**src/rtl/assert_macros.svh**
```systemverilog
// Assertion helpers for the RTL.
`ifndef ASSERT_MACROS_SVH
`define ASSERT_MACROS_SVH
`ifndef ASSERT_OFF
// Same-cycle implication.
`define ASSERT_IMPLIES(lbl, clk, rst, pre, post, msg) \
   lbl: assert property (@(posedge clk) disable iff (rst) (pre) |-> (post)) else $error(msg);
// Next-cycle implication.
`define ASSERT_NEXT(lbl, clk, rst, pre, post, msg) \
   lbl: assert property (@(posedge clk) disable iff (rst) (pre) |=> (post)) else $error(msg);
`else
`define ASSERT_IMPLIES(lbl, clk, rst, pre, post, msg)
`define ASSERT_NEXT(lbl, clk, rst, pre, post, msg)
`endif
`endif

```
**src/rtl/bcp_pkg.sv**
```systemverilog
package bcp_pkg;

   localparam int QUOT_BITS = 41;
   localparam int NUM_BITS  = 63;
   localparam int DEN_BITS  = 31;
   localparam logic [2:0] CORNER_LAST = 3'd7;

   typedef enum logic [1:0] {
      CSR_FOCAL_X  = 2'd0,
      CSR_FOCAL_Y  = 2'd1,
      CSR_CENTRE_X = 2'd2,
      CSR_CENTRE_Y = 2'd3
   } bcp_csr_type;

   typedef struct packed {
      logic signed [31:0] pos_x;
      logic signed [31:0] pos_y;
      logic signed [31:0] pos_z;
      logic signed [15:0] quat_x;
      logic signed [15:0] quat_y;
      logic signed [15:0] quat_z;
      logic signed [15:0] quat_w;
      logic [30:0]        size_x;
      logic [30:0]        size_y;
      logic [30:0]        size_z;
   } bcp_req_type;

   typedef struct packed {
      logic [2:0]         corner_index;
      logic               visible;
      logic signed [31:0] pixel_u;
      logic signed [31:0] pixel_v;
      logic               last;
   } bcp_rsp_type;

   // Per-corner sideband that rides along the pipeline.
   typedef struct packed {
      logic [2:0] corner_index;
      logic       last;
      logic       visible;
   } bcp_tag_type;

endpackage

```
**src/rtl/bcp_expander.sv**
```systemverilog
module bcp_expander
   import bcp_pkg::*;
(
   input  logic        clock,
   input  logic        reset,
   input  logic        adv,
   input  logic        req_valid,
   output logic        req_ready,
   input  bcp_req_type req,
   output logic        corner_valid,
   output logic [2:0]  corner_index,
   output logic        corner_last,
   output bcp_req_type box
);

   logic        busy_ff, busy_in;
   logic [2:0]  cnt_ff, cnt_in;
   bcp_req_type box_ff;
   logic        take;

   // take a new box when idle or while the last corner of the current one leaves
   assign req_ready = adv && (!busy_ff || cnt_ff == CORNER_LAST);
   assign take      = req_valid && req_ready;

   always_comb begin
      busy_in = busy_ff;
      cnt_in  = cnt_ff;
      if (adv && busy_ff) begin
         cnt_in = cnt_ff + 3'd1;
         if (cnt_ff == CORNER_LAST) begin
            busy_in = 1'b0;
         end
      end
      if (take) begin
         busy_in = 1'b1;
         cnt_in  = 3'd0;
      end
   end

   always_ff @(posedge clock) begin
      if (reset) begin
         busy_ff <= 1'b0;
         cnt_ff  <= 3'd0;
      end else begin
         busy_ff <= busy_in;
         cnt_ff  <= cnt_in;
      end
   end

   always_ff @(posedge clock) begin
      if (take) begin
         box_ff <= req;
      end
   end

   assign corner_valid = busy_ff;
   assign corner_index = cnt_ff;
   assign corner_last  = (cnt_ff == CORNER_LAST);
   assign box          = box_ff;

endmodule

```
**config.mk**
```make
export PLATFORM = sky130hd
export DESIGN_NAME = bcp_expander
export DESIGN_NICKNAME = d
export VERILOG_FILES = /design/src/rtl/assert_macros.svh /design/src/rtl/bcp_pkg.sv /design/src/rtl/bcp_expander.sv
export SDC_FILE = /design/constraint.sdc
export NUM_CORES = 1
export LEC_CHECK = 0
export ABC_AREA = 1
export BUFFER_PORTS_ARGS = -buffer_cell sky130_fd_sc_hd__clkbuf_2
export CAP_MARGIN = 20
export CORE_AREA = 2 2 200 202
export CTS_CLUSTER_SIZE = 14
export DETAILED_ROUTE_END_ITERATION = 8
export DIE_AREA = 0 0 202 204
export HOLD_SLACK_MARGIN = 0.06
export SLEW_MARGIN = 10
export SYNTH_ARGS = -nofsm -noshare
export SYNTH_HDL_FRONTEND = slang
export SYNTH_SLANG_ARGS = --single-unit
```
**constraint.sdc**
```tcl
create_clock -name clock -period 8.5 [get_ports clock]
set_input_delay 1.275 -clock clock [delete_from_list [all_inputs] [get_ports clock]]
set_output_delay 1.275 -clock clock [all_outputs]
set_load 0.01 [all_outputs]
```
==> results.toml <==
[synthesis]
syn-cell-area_um2 = 7810
yosysTopAreaCellShare_pct = 97.3
syn_nets = 542
yosysSeqAreaShare_pct = 98.3
synth_area_leader_cell = "edfxtp_1"
ys_async_sr_fraction_pct = 0
synth_cells = 283
synth_ff_type = "edfxtp_1"
synthTopCellsByArea = "edfxtp_1 (97%), dfxtp_1 (1.0%), inv_1 (0.34%), nand2_1 (0.34%), ha_1 (0.32%)"
ys_ff_latch = 257
syn_area_per_cell_um2 = 27.6
synth_edf_count = 253
yosys_warnings = 0
synth.distinct_cells = 11
synth_top_cells_by_count = "edfxtp_1 (253), inv_1 (7), nand2_1 (7)"
yosysMostFrequentCell = "edfxtp_1"

[die]
die-area_um2 = 41200
die_width_um = 202
placementRows = 73
die_height_um = 204
start_util_pct = 19.9
core_area_um2 = 39200
pin_count = 516

[drt]
routed_wl_um = 23000
post_drt_via_cell_ratio = 3.54
drc = 0
drtAntennaViolNets = 0
first_pass_iters = 4
drtIter0Drc = 244
vias = 4875
wl_per_cell_um = 16.7

[placement]
portBuffers = 515
gp_congestion = 0.794
pre_cts_slack_ns = 4.64
dpl.cell_count = 1325
hpwl_um = 17900

[cts]
h-tree-depth = 1
cts_hold_buf = 0
clk_pin_slew_ns = 0.06
post_cts_buffers = 0
clk_path_buf_depth = 3
post_cts_resize_count = 0
cts_sinks = 257
insertion_delay_ns = 0.55
cts_tree = "yes"
cts_root_buf = "clkbuf_16"
numCtsBuffers = 29

[grt]
grt_pass1_vias = 4943
antenna_found_initial = 4
grt_usage_pct = 10.3
grt_pass1_wl_um = 31400
gr-total-overflow = 0
grt_max_degree = 138

[final_layout]
area_growth_pct = 53.1
drive_gt1_share_pct = 65.1
final_cells = 1377
diodes = 0
fin_nets = 1091

[pwr]
p_total_w = 0.00281
power.density_nw_per_um2 = 235
p_leak_nw = 5.06
irDropWorstVdd_mv = 0.137

[flow_run]
cap_violations = 0

[worst_setup_path]
cp_data_arrival_time_ns = 3.35
start_kind = "input pin"
crit_path_end_kind = "flip-flop"
r2r_slack_ns = 5.40
required_ns = 8.71
cp_max_fo = 137
critical_path_class = "in -> reg"

[sta]
slew_headroom_pct = 34.2
rsz0062_at_grt = "false"
post-route-period-util_pct = 36.9
layout_setup_ws_ns = 5.36
worstMarginPinSlew_ns = 0.988
holdWs_ns = 0.554
fin_setup_tns_ns = 0
finalCriticalPeriod_ns = 3.14
fin_skew_ns = 0.0197
maxSlewViolCount = 0
setup-violations-final = 0
finalHoldViolCount = 0
fmax_mhz = 319

[min_path]
min_path_type = "reg -> reg"

[status]
status = "completed"
-- cell type report --
type                       instances  area, µm²
tap                              525        657
timing repair buffer             518       2610
sequential                       257       7680
clock buffer                      39        763
multi-input combinational         19        105
clock inverter                    12        103
fill                            3915      27200
inverter                           7       33.8
-- metal layers --
metal | global-route usage, % | up-vias | wire length (µm)
met5 | 0 | - | 58
met4 | 3.86 | 8 | 569
met3 | 3.49 | 43 | 2140
met2 | 17.1 | 252 | 11500
met1 | 12.4 | 2341 | 8780
li1 | - | 2231 | -
-- worst max-delay path: stages --
cell and delay, ns:
clkbuf_2 0.15, nand3_1 0.23, inv_8 0.70, buf_4 0.61
buf_12 0.31
-- logic make-up after synthesis --
logic type               Yosys count  share of synthesized area (%)
AO/OA/AOI/OAI                      2                          0.160
buffers and inverters              7                          0.337
adder cells (fa/ha/maj)            2                          0.320
XOR/XNOR                           1                          0.112
AND/OR/NAND/NOR                   14                          0.753
flip-flops                       257                           98.3
-- sequential cells by signal, summed over array words and instances (netlist names) --
name,cells
corner_index,3
box,253
corner_valid,1
-- report_power, final --
part / total [W] / switching [W] / internal (W)
Clock: 0.00115 / 0.000472 / 0.000682
Sequential: 0.00148 / 0.0000162 / 0.00146
Combinational: 0.000176 / 0.0000996 / 0.0000760
-- worst paths after layout --
path | from | endpoint | cells past startpoint
max | adv | box[20] | 5
min | corner_index[1] | corner_index[1] | 4
min reg2reg | corner_index[1] | corner_index[1] | 4
max reg2reg | corner_index[0] | box[20] | 8
-- placed cells by master (no fill, tap or decap), drive strengths merged, types with 2 or more instances in the layout --
cell	Yosys	final
buf	0	3
ha	2	2
nand3	3	3
clkinv	0	10
inv	7	7
clkbuf	0	554
dfxtp	4	4
nand2	8	8
bufinv	0	2
edfxtp	253	253
nor2	3	3
-- per-stage QoR --
stage          area (µm²)  utilization (%)
3_5_place_dp        11100             28.2
6_report            12000             30.5
3_3_place_gp        11100             28.2
2_1_floorplan        7810                -
5_1_grt             12000             30.5
4_1_cts             11900             30.4
Note: power is estimated with default switching activity, not from simulation.
